**src/rtl/nrpc_pkg.sv**
```systemverilog
`timescale 1ns / 1ps
package nrpc_pkg;

	localparam int RANGE_W   = 24;
	localparam int INTENS_W  = 16;
	localparam int ACC_W     = 48;
	localparam int CFG_IDX_W = 2;
	localparam int DEGREE    = 5;
	localparam int Y_SHIFT   = 8;
	localparam int R_SHIFT   = 16;
	localparam int QUEUE_DEPTH_DFLT = 4;

	localparam logic [RANGE_W-1:0] MIN_VALID_RANGE_RST  = 24'd0;
	localparam logic [RANGE_W-1:0] CORRECTION_LIMIT_RST = 24'd26214;

	// Horner terms clamp to +/- (2^47 - 1)
	localparam logic signed [ACC_W-1:0] ACC_LIMIT = 48'sh7FFF_FFFF_FFFF;

	typedef enum logic [CFG_IDX_W-1:0] {
		CFG_MIN_VALID_RANGE  = 2'd0,
		CFG_CORRECTION_LIMIT = 2'd1
	} cfg_reg_t;

	typedef struct packed {
		logic [RANGE_W-1:0]  range;
		logic [INTENS_W-1:0] intensity;
		logic                scan_end;
		logic                hit;
	} item_t;

	// COEF[i][j]: weight of r^i * y^j, Q(32+8j) metres; unused slots zero
	localparam logic signed [ACC_W-1:0] COEF [0:DEGREE][0:DEGREE] = '{
		'{-48'sd217497144, 48'sd7089650976, -48'sd14805583775,
			48'sd11903914535, -48'sd4231683091, 48'sd561489375},
		'{-48'sd14431090115, 48'sd28455360927, -48'sd27432551230,
			48'sd12501992566, -48'sd2167492429, 48'sd0},
		'{48'sd17265768530, 48'sd16811532789, -48'sd22613699629,
			48'sd6464286761, 48'sd0, 48'sd0},
		'{-48'sd85555748536, 48'sd54854635110, -48'sd16319919150,
			48'sd0, 48'sd0, 48'sd0},
		'{48'sd44452911514, 48'sd8792794487, 48'sd0, 48'sd0, 48'sd0, 48'sd0},
		'{-48'sd33152852558, 48'sd0, 48'sd0, 48'sd0, 48'sd0, 48'sd0}
	};

endpackage

```
**src/rtl/nrpc_fifo.sv**
```systemverilog
`timescale 1ns / 1ps
module nrpc_fifo import nrpc_pkg::*; #(
	parameter int DEPTH = QUEUE_DEPTH_DFLT
) (
	input  logic  clk,
	input  logic  arst_n,
	input  logic  push,
	input  item_t push_item,
	input  logic  pop,
	output item_t head,
	output logic  not_empty,
	output logic  full
);

	localparam int PTR_W = $clog2(DEPTH);
	localparam int CNT_W = $clog2(DEPTH + 1);

	item_t             mem_q [0:DEPTH-1];
	logic [PTR_W-1:0]  wr_ptr_q;
	logic [PTR_W-1:0]  rd_ptr_q;
	logic [CNT_W-1:0]  cnt_q;

	assign head      = mem_q[rd_ptr_q];
	assign not_empty = (cnt_q != '0);
	assign full      = (cnt_q == CNT_W'(DEPTH));

	always_ff @(posedge clk) begin
		if (push) begin
			mem_q[wr_ptr_q] <= push_item;
		end
	end

	always_ff @(posedge clk or negedge arst_n) begin
		if (!arst_n) begin
			wr_ptr_q <= '0;
			rd_ptr_q <= '0;
			cnt_q    <= '0;
		end else begin
			if (push) begin
				wr_ptr_q <= (wr_ptr_q == PTR_W'(DEPTH - 1)) ? '0 : wr_ptr_q + 1'b1;
			end
			if (pop) begin
				rd_ptr_q <= (rd_ptr_q == PTR_W'(DEPTH - 1)) ? '0 : rd_ptr_q + 1'b1;
			end
			if (push && !pop) begin
				cnt_q <= cnt_q + 1'b1;
			end else if (pop && !push) begin
				cnt_q <= cnt_q - 1'b1;
			end
		end
	end

	a_cnt_bound: assert property (@(posedge clk) disable iff (!arst_n)
		cnt_q <= CNT_W'(DEPTH)) else $error("queue count beyond depth");
	a_no_overflow: assert property (@(posedge clk) disable iff (!arst_n)
		push |-> !full) else $error("push into full queue");
	a_no_underflow: assert property (@(posedge clk) disable iff (!arst_n)
		pop |-> not_empty) else $error("pop from empty queue");
	a_count_up: assert property (@(posedge clk) disable iff (!arst_n)
		push && !pop |=> cnt_q == CNT_W'($past(cnt_q) + 1'b1))
		else $error("queue count did not advance on push");

endmodule

```
**config.mk**
```make
export PLATFORM = sky130hd
export DESIGN_NAME = nrpc_fifo
export DESIGN_NICKNAME = d
export VERILOG_FILES = /design/src/rtl/nrpc_pkg.sv /design/src/rtl/nrpc_fifo.sv
export SDC_FILE = /design/constraint.sdc
export NUM_CORES = 1
export LEC_CHECK = 0
export ABC_CLOCK_PERIOD_IN_PS = 3150
export BUFFER_PORTS_ARGS = -buffer_cell sky130_fd_sc_hd__buf_4
export CORE_UTILIZATION = 55
export DETAILED_ROUTE_END_ITERATION = 10
export PLACE_DENSITY = 0.8
export SETUP_SLACK_MARGIN = 0.3
export SLEW_MARGIN = 25
export SYNTH_ARGS = -nofsm -noshare
export SYNTH_HDL_FRONTEND = slang
export SYNTH_SLANG_ARGS = --single-unit
```
**constraint.sdc**
```tcl
create_clock -name clk -period 3.15 [get_ports clk]
set_clock_uncertainty 0.2 [all_clocks]
set_input_delay 0.1575 -clock clk [delete_from_list [all_inputs] [get_ports clk]]
set_output_delay 0.1575 -clock clk [all_outputs]
set_load 0.05 [all_outputs]
```
; Word level (Yosys, flattened, before mapping)
; Memory sizes are Yosys's and may differ from the RTL's.
; Cells that the tools add are included.
; W data, S select, Z words.
[totals]
out_inout_bits = 44
ramBits = 168
input_bits = 46
wordCells = 23
register_bits = 7
mem_count = 1
[memory_table]
columns = memory, depth, width, rd, rd_ports_with_merged_regs, write_ports, line_no
row1 = mem_q, 4, 42, 1, 0, 1, nrpc_fifo.sv:18  ; item_t mem_q [0:DEPTH-1];
[classes]
eq_ne = 3
n_reduce_logical = 6
mux = 6
n_addsub = 4
[op_table]
columns = cell, count
row1 = $mux W3, 2
row2 = $add A2 B1 Y2 const B, 2
row3 = $eq A2 B2 Y1 const B, 2
row4 = $mux W2, 2
row5 = $add A3 B1 Y3 const B, 1
row6 = $eq A3 B3 Y1 const B, 1
row7 = $reduce_bool A3 Y1, 1
row8 = $sub A3 B1 Y3 const B, 1
row9 = $logic_and A1 B1 Y1, 2
row10 = $logic_not A1 Y1, 2
row11 = $mux W1, 2
row12 = $reduce_bool A2 Y1, 1

; Logic depth before layout (Yosys ltp)
; Gate-level depths: netlist (run 1).
[logic_depth]
ltp_word = 4
ltp_mapped = 7
mapped_depth_nobuf = 7

; Least setup slack after synthesis (run 1)
; No wires, ideal clock.
[synth_path]
kind = reg2reg
startpoint = reg wr_ptr_q[0]
endpoint = mem mem_q[0][0] (netlist name), enable pin
required_ns = 2.547
n_path_buf = 0
setup_time_ns = 0.403
arrival_ns = 1.636
path_stages_with_launch = 4
setup_slack_ns = 0.910
path_cell_list = dfrtp_1 -> inv_1 -> ha_1 -> and2_1
[synth_rtl]
columns = item, line_no
row1 = from (decl), nrpc_fifo.sv:19  ; logic [PTR_W-1:0] wr_ptr_q;
row2 = from (signal assigned), nrpc_fifo.sv:40  ; wr_ptr_q <= (wr_ptr_q == PTR_W'(DEPTH - 1)) ? '0 : wr_ptr_q + 1'b1;
row3 = to (decl), nrpc_fifo.sv:18
; Straight into the memory's write port.

==> results.toml, run 1 <==
[worst_setup_path]
cpLargestDelayFamily = "flip-flops"
path_cells = "buf_4 > mux4_2 > buf_4"
slowest_delay_ns = 0.85
cpMostUsedCell = "buf_4"
r2r.worst_path.cells = 4
worstSetupPathType = "flip-flop to primary output"
crit_slowest_cell = "dfrtp_4"
crit_fanout = 34
path_depth = 3
critPathLaunchType = "flip-flop"
arrival_ns = 2.34
reg2reg_slack_ns = 0.97
cp_num_buf_inv = 2
end_kind = "primary output"
cp_data_required_time_ns = 2.79

[timing]
tightest_slew_ns = 0.6917
setup_slack_ns = 0.4512
fin_crit_ns = 2.699
fmax_mhz = 370.5
finalMaxSlewViolations = 0
max_slew_margin = 0.5389
finalHoldViolations = 0
setup_viol = 0
setup_tns_ns = 0
rsz0062_at_grt = "no"
final.period_utilization = 0.8568

[clock_tree]
cts.path.max_buffers = 2
post_cts_resized = 0
clkTransAtPathRegs_ns = 0.06
insertion_delay_ns = 0.42
cts_root_buf = "clkbuf_16"
cts.sinks = 175
cts_buffers = 17
cts_tree = "yes"
cts.htree.levels = 4

[yosys]
synth_top_area_frac = 0.7720
ys_types = 19
async_flop_share = 0.04000
ys_seq_elements = 175
netlist_top_cells_area = "edfxtp_1 77%, mux4_2 13%, dfrtp_1 2.7%"
ys_top_cells_by_count = "168 x edfxtp_1, 38 x mux4_2, 7 x dfrtp_1"
synth.yosys.warnings = 0
synthesis.area_mm2 = 0.006535
ys.flop_type = "edfxtp_1"
synth_nets = 310
synth_edf_count = 168
syn_avg_cell_area_um2 = 25.43
synth_top_cell_by_area = "edfxtp_1"
yosysSeqAreaShare = 0.7988
syn_inst = 257
yosysMostFrequentCell = "edfxtp_1"

[global_routing]
grt-ovfl-total = 0
grt_pass1_vias = 3346
track_usage = 0.2079
grt_max_degree = 35
grt_pass1_wl_um = 18200
antenna_found_initial = 0

[pwr]
p_per_area_mw_per_mm2 = 1016
power_leakage_nw = 2.990
ir_worst_vdd_mv = 0.7328

[routing]
wl_um = 11530
dr.first_iter.drc_count = 228
detail-route-antenna-nets = 0
vias = 3097
via_per_inst = 5.452
first_pass_iters = 8
wl_per_cell_um = 20.29
drc_errors = 14

[hold_path]
hold_class = "input pin to flip-flop"
whs_path_depth = 2

[cells_and_area]
multi_input_area_mm2 = 0.001189
drive_above_1_share = 0.4094
area_growth_pct = 29.08
fill_cells = 662
final-seq-area_mm2 = 0.005225
diodes = 0
nNetsFinal = 465

[floorplanning]
initial_core_util = 0.5675
rows = 39
io_pins = 90
core-area_mm2 = 0.01152
die_area_mm2 = 0.01232
die_h_um = 111.0
die_w_um = 111.0

[place]
numPortBuffers = 89
gp_congestion = 0.7279
place_hpwl_um = 7019
preCtsSetupSlack_ns = 0.8689

[run_status]
violations = "design-rule violations"
status = "finished with violations"

[job]
max_cap_violations = 0
==> per-layer routing <==
layer	track usage	wire length, um	vias up	part of all wire
met3	0.06342	646	17	0.056
met5	0	0	-	0
met2	0.3522	6165	99	0.53
li1	-	-	1396	-
met4	0.06849	141	0	0.012
met1	0.2575	4572	1585	0.40
==> registers in the layout (all words and copies together) (netlist names) <==
name,count
rd_ptr_q,2
mem_q,168
cnt_q,3
wr_ptr_q,2
==> what timing repair did <==
action | CTS | global route
endpoints found under the hold margin | 180 | 0
buffers inserted | 0 | 0
hold buffers | 46 | 0
==> path summary, 6_finish.rpt <==
check                                              from                      end
worst min-delay path                      push_item[16]   mem_q[0][16]$_DFFE_PP_
min in group asynchronous                        arst_n  wr_ptr_q[1]$_DFFE_PN0P_
max in group asynchronous                        arst_n  rd_ptr_q[0]$_DFFE_PN0P_
worst max register to register  wr_ptr_q[0]$_DFFE_PN0P_   mem_q[0][11]$_DFFE_PP_
worst max-delay path            rd_ptr_q[0]$_DFFE_PN0P_                  head[4]
worst min register to register     cnt_q[2]$_DFFE_PN0P_     cnt_q[2]$_DFFE_PN0P_
==> placed cells by master, fill, tap and decap left out, types with 3 or more instances in the layout <==
cell and instances:
ha_1 6, clkbuf_1 3, and2_2 4, bufinv_16 4
clkinvlp_4 4, edfxtp_1 168, mux4_2 38, mux4_1 4
mux2_2 3, dlygate4sd3_1 46, nor2_1 3, dfrtp_1 5
buf_4 99, inv_1 4, clkbuf_16 17
==> power breakdown <==
part / leakage [nW] / switching (mW) / internal (mW)
Combinational: 1.08 / 1.97 / 1.19
Clock: 0.281 / 0.810 / 1.32
Sequential: 1.62 / 0.283 / 3.00
==> metrics by stage <==
stage	hold WS [ns]	instances	power, mW	util	area [um^2]
5_1_grt	0.2664	568	8.889	0.7325	8436
4_1_cts	0.2577	568	8.637	0.7325	8436
2_1_floorplan	-0.3381	257	5.647	-	6535
3_5_place_dp	-0.2194	490	6.470	0.6400	7371
6_report	0.2755	568	8.569	0.7325	8436
3_3_place_gp	-0.2261	490	6.386	0.6400	7371
==> final cells by class <==
cell class	count	area share
Multi-Input combinational cell	68	0.1409
Clock buffer	20	0.05177
Sequential cell	175	0.6194
Timing Repair Buffer	146	0.1451
Tap cell	143	0.02121
Inverter	4	0.001780
Clock inverter	12	0.01988
==> cells by family after synthesis <==
logic type	share of synthesized area
muxes	0.1522
xor gates and xnor gates	0.004021
AOI/OAI and AO/OA	0.001532
buffers and inverters	0.02010
DFF	0.7988
and+or+nand+nor	0.008808
adders and majority gates	0.01455
Note: power is estimated with default switching activity, not from simulation.
==> run 2, diff against run 1 <==
--- a/config.mk
+++ b/config.mk
@@ -9,6 +9,7 @@
 export BUFFER_PORTS_ARGS = -buffer_cell sky130_fd_sc_hd__buf_4
 export CORE_UTILIZATION = 55
 export DETAILED_ROUTE_END_ITERATION = 10
+export MAX_ROUTING_LAYER = met4
 export PLACE_DENSITY = 0.8
 export SETUP_SLACK_MARGIN = 0.3
 export SLEW_MARGIN = 25
==> run 2 against run 1 <==
Effect of this change: the flow still finishes with violations (design-rule violations); via count rose by 0.29%; maximum frequency fell by 0.31%; cell area did not move; sequential power barely moved; combinational power barely moved; die area did not move; critical path depth did not move; core utilization did not move; cell count did not move; largest power group unchanged; highest routed layer unchanged.
==> results.toml, run 2 (synthesis gave the netlist of run 1 again) <==
[cells_and_area]
largest_register_ffs = 168
final-seq-area_mm2 = 0.005225
fin_area_mm2 = 0.008436
largest_registers = "mem_q: 168 flops, cnt_q: 3 flops"
drive_above_1_share = 0.4094
nNetsFinal = 465
diodes = 0
final_common_cell = "edfxtp_1"
regMostFlops = "mem_q"
fill_cells = 662
multi_input_area_mm2 = 0.001189
area_growth_pct = 29.08
layout_common_cells = "168 x edfxtp_1, 99 x buf_4, 46 x dlygate4sd3_1"
stdcell_count = 568

[timing]
tightest_slew_ns = 0.6843
final.period_utilization = 0.8595
fin_crit_ns = 2.707
setup_viol = 0
setup_tns_ns = 0
finalHoldViolations = 0
finalMaxSlewViolations = 0
fmax_mhz = 369.4
setup_slack_ns = 0.4427
rsz0062_at_grt = "no"
max_slew_margin = 0.5438

[global_routing]
grt_max_degree = 35
grt_pass1_wl_um = 18240
antenna_found_initial = 0
track_usage = 0.2147
grt_pass1_vias = 3346
grt-ovfl-total = 0

[routing]
via_per_inst = 5.468
drc_errors = 14
wl_um = 11580
detail-route-antenna-nets = 0
wl_per_cell_um = 20.39
dr.first_iter.drc_count = 204
first_pass_iters = 7
vias = 3106

[clock_tree]
cts_tree = "yes"
cts_root_buf = "clkbuf_16"
clkTransAtPathRegs_ns = 0.06
cts_hold_buf = 46
cts.path.max_buffers = 2
cts_buffers = 17
cts.sinks = 175
post_cts.repair.setup_buffers = 0
insertion_delay_ns = 0.42
post_cts_resized = 0
cts.htree.levels = 4

[worst_setup_path]
reg2reg_slack_ns = 0.97
critPathLaunch = "rd_ptr_q[0]$_DFFE_PN0P_"
end_kind = "primary output"
r2r_start = "wr_ptr_q[0]$_DFFE_PN0P_"
r2r_end = "mem_q[0][15]$_DFFE_PP_"
critPathLaunchType = "flip-flop"
r2r.worst_path.cells = 4
endpoint = "head[4]"
arrival_ns = 2.35
cp_data_required_time_ns = 2.79
worstSetupPathType = "flip-flop to primary output"
crit_fanout = 34

[pwr]
power_leakage_nw = 2.990
p_per_area_mw_per_mm2 = 1016
switching_share = 0.3582
switchingPower_mw = 3.071
ir_worst_vdd_mv = 0.7325
seqPwrFrac = 0.383
p_int_mw = 5.503
combPwrFrac = 0.369
clkPwrFrac = 0.248

[run_status]
violations = "design-rule violations"
status = "finished with violations"

[floorplanning]
rows = 39
die_w_um = 111.0
die_area_mm2 = 0.01232
die_h_um = 111.0
io_pins = 90
initial_core_util = 0.5675
core-area_mm2 = 0.01152

[place]
place_hpwl_um = 7019
placedCellCount = 490
gp_congestion = 0.7366
numPortBuffers = 89
preCtsSetupSlack_ns = 0.8689
dpl_cell_area_mm2 = 0.007371

[job]
max_cap_violations = 0

[hold_path]
hold_class = "input pin to flip-flop"
run 2: cell counts in the layout (fill, tap and decap cells not counted):
Identical to the previous run, type by type.
run 2: critical path: stages (launching register included):
cell and delay, ns:
dfrtp_4 0.86, buf_4 0.31, mux4_2 0.54, buf_4 0.21
run 2: routing by layer:
layer	up-vias	track usage	wire [um]
met2	104	0.3514	6102
met3	16	0.06124	537
li1	1396	-	-
met4	0	0.06849	150
met1	1590	0.2611	4794
met5	-	-	0
run 2: worst min-delay path by stage:
stage	from	endpoint	slack (ns)	cells past startpoint
finish	push_item[16]	mem_q[0][16]$_DFFE_PP_	0.28	2
CTS	push_item[16]	mem_q[0][16]$_DFFE_PP_	0.26	2
global placement	arst_n	cnt_q[1]$_DFFE_PN0P_	-0.23	1
floorplan	arst_n	cnt_q[0]$_DFFE_PN0P_	-0.34	0
detailed placement	arst_n	wr_ptr_q[0]$_DFFE_PN0P_	-0.22	1
global route	push_item[16]	mem_q[0][16]$_DFFE_PP_	0.27	2
run 2: power groups by stage:
stage	Clock, mW	Sequential [mW]	Combinational, mW
final	2.13	3.28	3.17
after global routing	2.25	3.34	3.30
after CTS	2.16	3.30	3.18
after detailed placement	0	3.34	3.13
after global placement	0	3.31	3.08
after floorplan	0	3.12	2.53
run 2: metrics by stage:
step                total power [mW]    util  hold slack, ns
floorplan                      5.647       -         -0.3381
global placement               6.386  0.6400         -0.2261
detailed placement             6.470  0.6400         -0.2194
CTS                            8.637  0.7325          0.2577
global route                   8.889  0.7325          0.2664
finish                         8.574  0.7325          0.2765
run 2: area by class of cell:
class	count	area share
Clock buffer	20	0.05177
Clock inverter	12	0.01988
Inverter	4	0.001780
Multi-Input combinational cell	68	0.1409
Sequential cell	175	0.6194
Tap cell	143	0.02121
Timing Repair Buffer	146	0.1451
