[config.mk]
export PLATFORM = sky130hd
export DESIGN_NAME = nrpc_front
export DESIGN_NICKNAME = d
export VERILOG_FILES = /design/src/rtl/nrpc_pkg.sv /design/src/rtl/nrpc_front.sv
export SDC_FILE = /design/constraint.sdc
export NUM_CORES = 1
export LEC_CHECK = 0
export ABC_AREA = 0
export BUFFER_PORTS_ARGS = -buffer_cell sky130_fd_sc_hd__buf_2
export CELL_PAD_IN_SITES_DETAIL_PLACEMENT = 0
export CELL_PAD_IN_SITES_GLOBAL_PLACEMENT = 1
export CORE_ASPECT_RATIO = 1.75
export CORE_MARGIN = 2
export CORE_UTILIZATION = 41
export DETAILED_ROUTE_END_ITERATION = 8
export PLACE_DENSITY = 0.76
export SLEW_MARGIN = 10
export SYNTH_ARGS = -nofsm -noshare
export SYNTH_HDL_FRONTEND = slang
export SYNTH_SLANG_ARGS = --single-unit
[constraint.sdc]
create_clock -name clk -period 3.5 [get_ports clk]
set_clock_uncertainty 0.05 [all_clocks]
set_input_delay 0.35 -clock clk [delete_from_list [all_inputs] [get_ports clk]]
set_output_delay 0.35 -clock clk [all_outputs]
set_load 0.005 [all_outputs]
[src/rtl/nrpc_pkg.sv]
`timescale 1ns / 1ps
package nrpc_pkg;

	localparam int RANGE_W   = 24;
	localparam int INTENS_W  = 16;
	localparam int ACC_W     = 48;
	localparam int CFG_IDX_W = 2;
	localparam int DEGREE    = 5;
	localparam int Y_SHIFT   = 8;
	localparam int R_SHIFT   = 16;
	localparam int QUEUE_DEPTH_DFLT = 4;

	localparam logic [RANGE_W-1:0] MIN_VALID_RANGE_RST  = 24'd0;
	localparam logic [RANGE_W-1:0] CORRECTION_LIMIT_RST = 24'd26214;

	// Horner terms clamp to +/- (2^47 - 1)
	localparam logic signed [ACC_W-1:0] ACC_LIMIT = 48'sh7FFF_FFFF_FFFF;

	typedef enum logic [CFG_IDX_W-1:0] {
		CFG_MIN_VALID_RANGE  = 2'd0,
		CFG_CORRECTION_LIMIT = 2'd1
	} cfg_reg_t;

	typedef struct packed {
		logic [RANGE_W-1:0]  range;
		logic [INTENS_W-1:0] intensity;
		logic                scan_end;
		logic                hit;
	} item_t;

	// COEF[i][j]: weight of r^i * y^j, Q(32+8j) metres; unused slots zero
	localparam logic signed [ACC_W-1:0] COEF [0:DEGREE][0:DEGREE] = '{
		'{-48'sd217497144, 48'sd7089650976, -48'sd14805583775,
			48'sd11903914535, -48'sd4231683091, 48'sd561489375},
		'{-48'sd14431090115, 48'sd28455360927, -48'sd27432551230,
			48'sd12501992566, -48'sd2167492429, 48'sd0},
		'{48'sd17265768530, 48'sd16811532789, -48'sd22613699629,
			48'sd6464286761, 48'sd0, 48'sd0},
		'{-48'sd85555748536, 48'sd54854635110, -48'sd16319919150,
			48'sd0, 48'sd0, 48'sd0},
		'{48'sd44452911514, 48'sd8792794487, 48'sd0, 48'sd0, 48'sd0, 48'sd0},
		'{-48'sd33152852558, 48'sd0, 48'sd0, 48'sd0, 48'sd0, 48'sd0}
	};

endpackage

[src/rtl/nrpc_front.sv]
`timescale 1ns / 1ps
module nrpc_front import nrpc_pkg::*; (
	input  logic                 clk,
	input  logic                 arst_n,
	input  logic                 cfg_valid,
	output logic                 cfg_ready,
	input  logic [CFG_IDX_W-1:0] cfg_index,
	input  logic [RANGE_W-1:0]   cfg_data,
	input  logic                 in_valid,
	output logic                 in_stall,
	input  logic [RANGE_W-1:0]   range_sample,
	input  logic [INTENS_W-1:0]  intensity_sample,
	input  logic                 scan_end,
	output logic                 push,
	output item_t                push_item,
	input  logic                 full
);

	logic [RANGE_W-1:0] min_range_q;
	logic [RANGE_W-1:0] limit_q;
	logic               vld_s1;
	item_t              item_s1;
	logic               accept;

	assign cfg_ready = 1'b1;
	assign in_stall  = vld_s1 && full;
	assign accept    = in_valid && !in_stall;
	assign push      = vld_s1 && !full;
	assign push_item = item_s1;

	always_ff @(posedge clk or negedge arst_n) begin
		if (!arst_n) begin
			min_range_q <= MIN_VALID_RANGE_RST;
			limit_q     <= CORRECTION_LIMIT_RST;
		end else if (cfg_valid) begin
			case (cfg_index)
				CFG_MIN_VALID_RANGE:  min_range_q <= cfg_data;
				CFG_CORRECTION_LIMIT: limit_q     <= cfg_data;
				default: ;
			endcase
		end
	end

	always_ff @(posedge clk or negedge arst_n) begin
		if (!arst_n) begin
			vld_s1 <= 1'b0;
		end else if (accept) begin
			vld_s1 <= 1'b1;
		end else if (push) begin
			vld_s1 <= 1'b0;
		end
	end

	// classify: window is (min, limit]
	always_ff @(posedge clk) begin
		if (accept) begin
			item_s1.range     <= range_sample;
			item_s1.intensity <= intensity_sample;
			item_s1.scan_end  <= scan_end;
			item_s1.hit       <= (range_sample > min_range_q) && (range_sample <= limit_q);
		end
	end

endmodule

======== After elaboration in Yosys (flattened, before gate mapping) ========
Cells that the tools add are included.
cells by class
  magnitude comparators ................... 2
  mux-type cells .......................... 2
  reduce and logical (&&, ||, !) cells .... 10
  eq/ne operators ......................... 1
operators by type and width
  operator                                              count
  > comparator 24 bit                                   1
  less-or-equal comparator 24 bit                       1
  logical AND 1 bit                                     4
  AND reduction 2 bit                                   2
  equality test 2 x 1 -> 1 bit (second input constant)  1
  zero test 1 bit                                       2
  zero test 2 bit                                       1
  2-to-1 mux 1 bit                                      2
  nonzero test 2 bit                                    1
word-level totals
  input port bits ......................... 72
  word-level logic and storage cells ...... 22
  bits in registers ....................... 91
  output and inout port bits .............. 45

======== Logic depth before layout (Yosys ltp) ========
Gate-level depths: netlist of run 1.
  depth in word-level cells ............... 4
  gate-level depth with buffers ........... 8
  depth with buffers taken out ............ 8

======== Worst setup path before layout of run 1 ========
Ideal clock, no wire load.
  path type ............................... input -> register
  start ................................... in full
  end ..................................... reg item_s1, in the netlist push_item[0] (enable)
  data arrival time ....................... 2.425 ns
  path slack .............................. 0.579 ns
  stages on the path ...................... 2
  path buffers ............................ 0
  required time ........................... 3.004 ns
  path through ............................ and2_1 -> nor2b_1
on the way
  longest elaborated chain between the ends .. 3
ends and longest elaborated chain
  item               RTL line          text
  start, declared    nrpc_front.sv:16  input logic full
  logical AND 1 bit  nrpc_front.sv:26  assign in_stall = vld_s1 && full;
  zero test 1 bit    nrpc_front.sv:27  assign accept = in_valid && !in_stall;
  logical AND 1 bit  nrpc_front.sv:27
  via accept         nrpc_front.sv:23  logic accept;
  end, declared      nrpc_front.sv:22  item_t item_s1;
The timed path passes the listed nets, and every way through them passes these cells.
A chain may end at the register's enable or synchronous reset.

======== Final worst setup path of run 1 ========
  start ................................... reg limit_q[23]
  end ..................................... reg item_s1, in the netlist push_item[0] (data pin)
on the way
  longest elaborated chain between the ends .. 2
ends and longest elaborated chain
  item                             RTL line          text
  start, declared                  nrpc_front.sv:20  logic [RANGE_W-1:0] limit_q;
  start signal, assigned           nrpc_front.sv:38  CFG_CORRECTION_LIMIT: limit_q <= cfg_data;
  less-or-equal comparator 24 bit  nrpc_front.sv:60  item_s1.hit <= (range_sample > min_range_q) && (range_sample <= limit_q);
  logical AND 1 bit                nrpc_front.sv:60
No other way between the ends.

==> results.py, run 1 <==
metrics = {
    "status": {
        "status": "finished, violations left",
        "violations": "hold timing",
    },
    "logic_synthesis": {
        "ys_ff_latch": 91,
        "synth_area_leader_cell": "edfxtp_1",
        "seq_area_frac_synth": 0.5826,
        "synth_top_area_frac": 0.2942,
        "yosys-top-cells-area": "edfxtp_1 29%, dfrtp_1 24%, ha_1 14%",
        "async_reset_ff_frac": 0.5385,
        "yosysUniqueCellTypes": 34,
        "synthCells": 346,
        "syn_area_sq_um": 4287,
        "syn_avg_cell_area_sq_um": 12.39,
        "synthFlopType": "edfxtp_1",
        "ys_warn_count": 0,
        "synth_edf_count": 42,
        "syn_nets": 466,
    },
    "layout": {
        "synthToLayoutAreaGrowth_pct": 24.17,
        "n_fill_cell": 941,
        "antenna_cells": 0,
        "post-route-util": 0.5199,
        "mostFrequentLayoutCell": "buf_2",
        "final-seq-area_sq_um": 2497,
        "multi_input_area_sq_um": 1584,
        "final_nets": 588,
        "drive_gt1_frac": 0.3742,
        "layout_common_cells": "114 x buf_2, 48 x inv_1, 48 x ha_1",
    },
    "floorplan": {
        "dieHeight_um": 139.3,
        "rows": 49,
        "start_util": 0.4187,
        "ios": 117,
        "fp.dieW_um": 81.30,
        "dieArea_sq_um": 11320,
        "core_area_sq_um": 10240,
    },
    "route": {
        "wire_per_inst_um": 15.07,
        "drtIter0Drc": 87,
        "vias": 3015,
        "via_per_inst": 5.025,
        "drc": 0,
        "wl_um": 9044,
        "postRouteAntennaNets": 0,
        "detail_route.first_pass.iterations": 4,
    },
    "placed_design": {
        "hpwl_um": 6923,
        "place_ws_ps": 1288,
        "io_buffers": 115,
        "gp_congestion": 0.8396,
    },
    "clocking": {
        "cts_sinks": 91,
        "cts_made_buffers": 9,
        "cts_setup_buffers": 0,
        "cts_tree": "built",
        "cts_root_buffer": "clkbuf_16",
        "worstSkewPairLatency_ps": 340,
        "clockBufferDepth": 2,
        "h-tree-depth": 3,
        "cts.clk_slew.worst_paths_ps": 60,
        "ctsResizeCount": 0,
        "cts_hold_buf": 0,
    },
    "global_route": {
        "grt_pass1_wl_um": 14600,
        "grt_pass1_vias": 3158,
        "track_usage": 0.1745,
        "grt_max_degree": 49,
        "grt-ovfl-total": 0,
        "antenna_found_initial": 0,
    },
    "worst_setup_path": {
        "reg2reg_depth": 8,
        "crit_buf_inv": 1,
        "cp-start-kind": "flip-flop",
        "cp.depth": 8,
        "cpLargestDelayFamily": "simple AND/OR/NAND/NOR gates",
        "cp_slowest_stage_delay_ps": 360,
        "critPathRequiredTime_ps": 3530,
        "crit_fanout": 3,
        "cpMaxStageDelayCell": "nor4_2",
        "crit_chain": "inv_1 -> ha_1 -> nand4_2 -> nor4_2 -> nand4_1 -> a21o_2 -> a31oi_1 -> a221oi_2",
        "cp.arrival_ps": 2140,
        "endpoint_kind": "flip-flop",
        "worstSetupPathType": "flip-flop to flip-flop",
    },
    "timing": {
        "relSlewSlack": 0.5871,
        "period_share": 0.6050,
        "fin_ws_ps": 1382,
        "tightest_slew_ps": 619.4,
        "fin_setup_tns_ps": 0,
        "drv_slew": 0,
        "max_freq_ghz": 0.4722,
        "fin_hold_ws_ps": -33.36,
        "timing_hold_violations_final": 35,
        "setup-violations-final": 0,
        "period_needed_ps": 2118,
        "rsz0062_at_grt": "false",
    },
    "pwr": {
        "vdd_drop_max_v": 0.0002569,
        "leakagePower_uw": 0.002511,
        "p_per_area_nw_per_um2": 522.3,
    },
    "worst_hold_path": {
        "hp-class": "primary input to async pin",
    },
    "job": {
        "maxCapViolCount": 0,
    },
}
[report_power, final]
group | switching [uW] | internal (uW)
Clock | 395 | 554
Combinational | 285 | 237
Sequential | 42.0 | 1270
[path summary, 6_finish.rpt]
kind                                     start               to  slack, ps
hold / removal                          arst_n      limit_q[16]        -30
max in group asynchronous               arst_n  min_range_q[15]       2930
min in group clk           intensity_sample[0]     push_item[2]        130
setup / recovery                   limit_q[23]     push_item[0]       1380
hold reg to reg                    limit_q[20]      limit_q[20]        450
setup reg to reg                   limit_q[23]     push_item[0]       1380
[sequential cells by signal, summed over array words and instances (netlist names)]
| signal | flops |
|---|---|
| vld_s1 | 1 |
| min_range_q | 24 |
| limit_q | 24 |
| push_item | 42 |
[worst register-to-register path, stage by stage, from the launching register on]
cell and delay [ps]:
dfrtp_1 340, inv_1 60, ha_1 310, nand4_2 160, nor4_2 360, nand4_1 170
a21o_2 210, a31oi_1 150, a221oi_2 50
[cells in the mapped netlist (all sizes together), types with 2 or more instances]
cell and count:
a21o 6, a21oi 20, a221oi 4, and2 2, buf 4, clkbuf 4, dfrtp 41, dfstp 8
edfxtp 42, ha 48, inv 48, mux2 25, nand2 36, nand3 6, nand4 7, nor2 3
nor2b 3, nor3 2, nor4 2, o21ai 27
[layout make-up]
class	count	area share
multi-input combinational	199	0.2976
clock inverter	6	0.01222
tap	127	0.02985
inverter	48	0.03385
clock buffer	10	0.04302
timing repair buffer	119	0.1142
sequential	91	0.4692
[per-stage QoR]
step	std cells	hold WS [ps]	total power (uW)	instance area (sq um)
final	600	-33.36	2780	5323
after global routing	600	17.95	2953	5323
after CTS	600	115.0	2829	5320
after detailed placement	584	443.8	1862	5026
after global placement	584	438.6	1844	5026
after floorplan	346	4.409	1658	4287
[logic make-up after synthesis]
family / share of synthesized area
adders and majority gates: 0.1401
buffers and inverters: 0.05079
other: 0.0008748
muxes: 0.06567
AOI/OAI and AO/OA: 0.08086
DFF: 0.5826
and+or+nand+nor: 0.07910
[metal layers]
layer / global-route usage / share of wire / up-vias
met2: 0.3141 / 0.54 / 104
met4: 0.08296 / 0.024 / 0
met5: 0 / 0 / -
li1: - / - / 1463
met1: 0.1791 / 0.37 / 1433
met3: 0.04799 / 0.067 / 15
Note: power is estimated with default switching activity, not from simulation.
==> run 2: changes to the inputs <==
CORE_UTILIZATION = 37   (was 41)
PLACE_DENSITY = 0.73   (was 0.76)
clock period = 1.7 ns   (was 3.5 ns; I/O delays follow)
==> run 2 against run 1 <==
Against the previous run: the flow finishes with violations (setup timing); hold slack gained 39 ps; design area up 15%; highest routed layer unchanged; critical path depth did not move; combinational power grew to 2.7 times the previous value; largest cell class unchanged; first-iteration DRC count down 38%; cell count increased by 12%.
==> results.py, run 2 (synthesis gave the netlist of run 1 again) <==
metrics = {
    "status": {
        "status": "finished, violations left",
        "violations": "setup timing",
    },
    "global_route": {
        "grt_max_degree": 50,
        "grt_pass1_vias": 3545,
        "antenna_found_initial": 0,
        "grt-ovfl-total": 0,
        "track_usage": 0.1748,
        "grt_pass1_wl_um": 16700,
    },
    "placed_design": {
        "gp_congestion": 0.8042,
        "place_inst": 620,
        "place_ws_ps": -432.7,
        "io_buffers": 115,
        "hpwl_um": 7277,
    },
    "timing": {
        "fin_hold_ws_ps": 6.047,
        "max_freq_ghz": 0.4672,
        "period_share": 1.259,
        "timing_hold_violations_final": 0,
        "fin_ws_ps": -440.5,
        "setup-violations-final": 1,
        "period_needed_ps": 2141,
        "rsz0062_at_grt": "true",
        "drv_slew": 0,
    },
    "layout": {
        "stdcell_count": 674,
        "post-route-util": 0.5358,
        "mostFrequentLayoutCell": "buf_2",
        "synthToLayoutAreaGrowth_pct": 43.14,
        "final_nets": 654,
        "antenna_cells": 0,
        "largest_reg_flops": 42,
        "n_fill_cell": 1025,
        "layout_common_cells": "115 x buf_2, 46 x inv_1, 42 x edfxtp_1",
        "drive_gt1_frac": 0.4063,
    },
    "worst_setup_path": {
        "r2r-end": "push_item[0]",
        "reg2reg_from": "limit_q[13]",
        "startpoint": "limit_q[13]",
        "crit_fanout": 2,
        "cp-start-kind": "flip-flop",
        "endpoint_kind": "flip-flop",
        "reg2reg_depth": 8,
        "r2r_slack_ps": -440,
        "cp.arrival_ps": 2170,
        "worstSetupPathType": "flip-flop to flip-flop",
        "critPathRequiredTime_ps": 1730,
    },
    "job": {
        "maxCapViolCount": 0,
    },
    "worst_hold_path": {
        "worstHoldEndpoint": "min_range_q[21]",
        "hold_path_depth": 3,
        "hp-start": "cfg_data[21]",
        "hp-class": "primary input to flip-flop",
    },
    "route": {
        "postRouteAntennaNets": 0,
        "vias": 3261,
        "drtIter0Drc": 54,
        "via_per_inst": 4.838,
        "drc": 0,
        "detail_route.first_pass.iterations": 2,
        "wire_per_inst_um": 15.36,
        "wl_um": 10350,
    },
    "floorplan": {
        "dieHeight_um": 146.4,
        "fp.dieW_um": 85.37,
        "dieArea_sq_um": 12500,
        "start_util": 0.3743,
        "ios": 117,
        "core_area_sq_um": 11450,
        "rows": 52,
    },
    "pwr": {
        "leakagePower_uw": 0.002843,
        "p_clk_frac": 0.334,
        "p_per_area_nw_per_um2": 1011,
        "sequentialPowerShare": 0.436,
        "internal_power_uw": 4606,
        "p_comb_frac": 0.229,
        "switching_share": 0.2572,
        "vdd_drop_max_v": 0.0007403,
        "p_switching_uw": 1595,
    },
    "clocking": {
        "cts.clk_slew.worst_paths_ps": 60,
        "cts_setup_buffers": 0,
        "h-tree-depth": 3,
        "cts_root_buffer": "clkbuf_16",
        "worstSkewPairLatency_ps": 340,
        "clockBufferDepth": 2,
        "cts_made_buffers": 9,
        "cts_tree": "built",
        "cts_sinks": 91,
    },
}
run 2: worst max-delay path, cell delays in order, from the launching register on:
cell	delay, ps
dfstp_2	540
inv_2	40
ha_4	270
nand2_4	60
nor4_4	290
nand4_1	190
a21o_2	250
a31oi_4	140
a221oi_2	50
run 2: layer usage:
layer | global-route usage | vias to the layer above | share of wire
li1 | - | 1591 | -
met1 | 0.1747 | 1558 | 0.35
met2 | 0.3363 | 90 | 0.57
met3 | 0.04070 | 22 | 0.051
met4 | 0.06905 | 0 | 0.026
met5 | 0 | - | 0
run 2: through the flow:
| step | cell area (sq um) | TNS, ps | total power (uW) |
|---|---|---|---|
| 2_1_floorplan | 4294 | -208.9 | 3414 |
| 3_3_place_gp | 5296 | -351.3 | 3940 |
| 3_5_place_dp | 5296 | -432.7 | 3988 |
| 4_1_cts | 6055 | -386.2 | 6211 |
| 5_1_grt | 6136 | -505.5 | 6566 |
| 6_report | 6136 | -440.5 | 6200 |
run 2: final cells by class:
cell class	instances	area, sq um	area share
flip-flops and latches	91	2497	0.4070
well taps	135	168.9	0.02753
multi-input cells	199	1729	0.2818
clock inverters	4	46.29	0.007545
inverters	48	180.2	0.02936
repair buffers	185	1246	0.2031
clock buffers	12	267.8	0.04364
run 2: repair_timing:
item | 4_1_cts | 5_1_grt
pin swaps | 3 | 6
gates resized for setup | 8 | 11
endpoints found under the hold margin | 77 | 1
cloned | 0 | 0
hold buffers | 37 | 1
setup endpoints to repair | 1 | 1
run 2: power groups by stage:
stage / Sequential, uW / Clock, uW / Combinational [uW]
after floorplan: 2730 / 0 / 683
after global placement: 2740 / 0 / 1200
after detailed placement: 2750 / 0 / 1240
after CTS: 2710 / 2130 / 1380
after global routing: 2740 / 2220 / 1610
final: 2700 / 2070 / 1420
run 2: worst max path at each step:
stage / endpoint / cells after the start
2_1_floorplan: push_item[0] / 8
3_3_place_gp: push_item[0] / 8
3_5_place_dp: push_item[0] / 8
4_1_cts: push_item[0] / 8
5_1_grt: push_item[0] / 8
6_report: push_item[0] / 8
==> run 3: changes to the inputs <==
--- a/config.mk
+++ b/config.mk
@@ -6,5 +6,5 @@
 export NUM_CORES = 1
 export LEC_CHECK = 0
-export ABC_AREA = 0
+export ABC_AREA = 1
 export BUFFER_PORTS_ARGS = -buffer_cell sky130_fd_sc_hd__buf_2
 export CELL_PAD_IN_SITES_DETAIL_PLACEMENT = 0
@@ -12,5 +12,5 @@
 export CORE_ASPECT_RATIO = 1.75
 export CORE_MARGIN = 2
-export CORE_UTILIZATION = 37
+export CORE_UTILIZATION = 36
 export DETAILED_ROUTE_END_ITERATION = 8
 export PLACE_DENSITY = 0.73
==> constraint.sdc (replaced) <==
create_clock -name clk -period 1.7 [get_ports clk]
set_clock_uncertainty 0.05 [all_clocks]
set_input_delay 0.085 -clock clk [delete_from_list [all_inputs] [get_ports clk]]
set_output_delay 0.085 -clock clk [all_outputs]
set_load 0.005 [all_outputs]
==> run 3 against run 2 <==
Against the previous run: the run still ends with setup timing left; synthesized cell count increased by 30%; critical endpoint unchanged; sequential cell count unchanged; highest routed layer unchanged; sequential power about the same; non-clock buffer count increased by 6; critical path type unchanged; fmax increased by 22%; largest power group unchanged; cell count increased by 20%; clock power increased by 3%; core utilization decreased by 0.61 points; worst setup slack improved by 380 ps.
==> results.py, run 3 <==
metrics = {
    "status": {
        "status": "finished, violations left",
        "violations": "setup timing",
    },
    "worst_setup_path": {
        "startpoint": "limit_q[13]",
        "endpoint": "push_item[0]",
        "worstSetupPathType": "flip-flop to flip-flop",
        "cp.arrival_ps": 1810,
        "critPathRequiredTime_ps": 1750,
        "r2r-end": "push_item[0]",
        "crit_top_cell": "nor2_1",
        "crit_buf_inv": 1,
        "cp_slowest_stage_delay_ps": 540,
        "crit_chain": "inv_2 -> ha_4 -> nand2_4 -> nor2_4 -> and2_4 -> nand2_2 -> a21oi_2 -> nor2_1 -> nor2_2 -> nor2_1",
        "reg2reg_from": "limit_q[13]",
        "cpMaxStageDelayCell": "dfstp_2",
        "reg2reg_depth": 10,
        "cpLargestDelayFamily": "flip-flops",
        "r2r_slack_ps": -60,
        "endpoint_kind": "flip-flop",
        "crit_fanout": 3,
        "cp-start-kind": "flip-flop",
        "cp.depth": 10,
    },
    "clocking": {
        "clockBufferDepth": 2,
        "worstSkewPairLatency_ps": 340,
        "h-tree-depth": 3,
        "cts_sinks": 91,
        "cts_made_buffers": 9,
        "cts_root_buffer": "clkbuf_16",
        "cts.clk_slew.worst_paths_ps": 60,
        "cts_tree": "built",
    },
    "logic_synthesis": {
        "synth.most_common_cell": "nand2_1",
        "async_reset_ff_frac": 0.5385,
        "synthFlopType": "edfxtp_1",
        "seq_area_frac_synth": 0.5634,
        "ys_warn_count": 0,
        "yosys-top-cells-area": "edfxtp_1 28%, dfrtp_1 23%, ha_1 14%",
        "yosysUniqueCellTypes": 24,
        "syn_avg_cell_area_sq_um": 9.829,
        "ys_ff_latch": 91,
        "synth_edf_count": 42,
        "synthCells": 451,
        "syn_nets": 571,
        "synth_common_cells": "105 x nand2_1, 86 x inv_1, 48 x ha_1, 48 x o21ai_1, 42 x edfxtp_1",
        "syn_area_sq_um": 4433,
        "synth_top_area_frac": 0.2845,
        "synth_area_leader_cell": "edfxtp_1",
    },
    "worst_hold_path": {
        "hp-class": "primary input to async pin",
    },
    "timing": {
        "fin_setup_tns_ps": -60.60,
        "tightest_slew_ps": 508.2,
        "rsz0062_at_grt": "true",
        "timing_hold_violations_final": 0,
        "period_share": 1.036,
        "relSlewSlack": 0.6612,
        "max_freq_ghz": 0.5680,
        "drv_slew": 0,
        "fin_hold_ws_ps": 195.2,
        "period_needed_ps": 1761,
        "setup-violations-final": 1,
        "fin_ws_ps": -60.60,
    },
    "pwr": {
        "vdd_drop_max_v": 0.0004963,
        "p_per_area_nw_per_um2": 958.1,
        "leakagePower_uw": 0.003131,
    },
    "layout": {
        "final_nets": 762,
        "largest_reg_flops": 42,
        "stdcell_count": 812,
        "layout_common_cells": "115 x buf_2, 100 x nand2_1, 82 x inv_1",
        "final_area_sq_um": 6359,
        "mostFrequentLayoutCell": "buf_2",
        "drive_gt1_frac": 0.2674,
        "synthToLayoutAreaGrowth_pct": 43.44,
        "antenna_cells": 0,
    },
    "route": {
        "postRouteAntennaNets": 0,
        "wire_per_inst_um": 12.58,
        "met3_length_um": 240,
        "wl_met2_um": 5999,
        "via_per_inst": 4.371,
        "wl_um": 10220,
        "vias": 3549,
        "drt-met1-wl_um": 3781,
        "detail_route.first_pass.iterations": 4,
        "drc": 0,
        "highest_layer": "met4",
        "drtIter0Drc": 79,
    },
    "global_route": {
        "antenna_found_initial": 0,
        "track_usage": 0.1624,
        "grt_pass1_wl_um": 16170,
        "grt_pass1_vias": 3568,
        "grt_max_degree": 49,
        "grt-ovfl-total": 0,
    },
    "job": {
        "maxCapViolCount": 0,
    },
    "placed_design": {
        "place_inst": 727,
        "gp_congestion": 0.7974,
        "hpwl_um": 7385,
        "io_buffers": 115,
        "place_ws_ps": -101.6,
        "dpl_cell_area_sq_um": 5280,
    },
    "floorplan": {
        "dieArea_sq_um": 13250,
        "rows": 53,
        "start_util": 0.3693,
        "dieHeight_um": 150.8,
        "core_area_sq_um": 12000,
        "ios": 117,
        "fp.dieW_um": 87.89,
    },
}
-- run 3: cell types whose count changed after synthesis, moves of 6 or more --
cell and delta:
inv_1 +38, mux2_2 -25, nand2_1 +69, nor2_1 +14
nor2_2 +6, o21ai_0 -24, o21ai_1 +48
-- run 3: cell type report --
type | instances | area (sq um)
multi-input cells | 260 | 1635
clock inverters | 6 | 90.09
well taps | 165 | 206.4
inverters | 89 | 334.1
repair buffers | 191 | 1366
flip-flops and latches | 91 | 2497
clock buffers | 10 | 229.0
fillers | 1133 | 5644
-- run 3: layer usage --
| metal | global-route usage | vias to the layer above |
|---|---|---|
| met5 | 0 | - |
| met4 | 0.05923 | 0 |
| met3 | 0.03433 | 11 |
| met2 | 0.3140 | 63 |
| met1 | 0.1652 | 1651 |
| li1 | - | 1824 |
-- run 3: logic make-up after synthesis --
| logic type | share of synthesized area |
|---|---|
| AO/OA/AOI/OAI | 0.08580 |
| adder cells (fa/ha/maj) | 0.1355 |
| buffers and inverters | 0.08891 |
| flip-flops | 0.5634 |
| other | 0.0008459 |
| AND/OR/NAND/NOR | 0.1256 |
-- run 3: through the flow --
stage / total power, uW / utilization
2_1_floorplan: 3419 / -
3_3_place_gp: 3800 / 0.4399
3_5_place_dp: 3842 / 0.4399
4_1_cts: 6154 / 0.5263
5_1_grt: 6476 / 0.5298
6_report: 6092 / 0.5298
-- run 3: what timing repair did --
| action | CTS | global route |
|---|---|---|
| hold buffers | 68 | 0 |
| gates resized for setup | 7 | 9 |
| endpoints found under the setup margin | 1 | 1 |
| pin swaps | 9 | 4 |
| setup buffers | 0 | 1 |
| endpoints found under the hold margin | 104 | 0 |
-- run 3: how the worst min path moves through the flow --
| stage | endpoint | slack (ps) | cells past startpoint | start |
|---|---|---|---|---|
| finish | min_range_q[11] | 200 | 2 | arst_n |
| global placement | min_range_q[11] | 30 | 1 | arst_n |
| detailed placement | min_range_q[11] | 30 | 1 | arst_n |
| floorplan | limit_q[0] | -260 | 0 | arst_n |
| CTS | push_item[24] | 190 | 4 | full |
| global route | push_item[25] | 220 | 4 | full |
-- run 3: worst register-to-register path: stages (launching register included) --
cell,delay (ps)
dfstp_2,540
inv_2,40
ha_4,270
nand2_4,50
nor2_4,120
and2_4,150
nand2_2,50
a21oi_2,100
nor2_1,50
nor2_2,70
nor2_1,40
-- run 3: power breakdown --
group / leakage, uW / switching [uW] / total, uW / internal (uW)
clock network: 0.000153 / 839 / 2130 / 1290
logic: 0.00198 / 661 / 1270 / 610
registers: 0.000994 / 109 / 2690 / 2580
total: 0.00313 / 1610 / 6090 / 4480
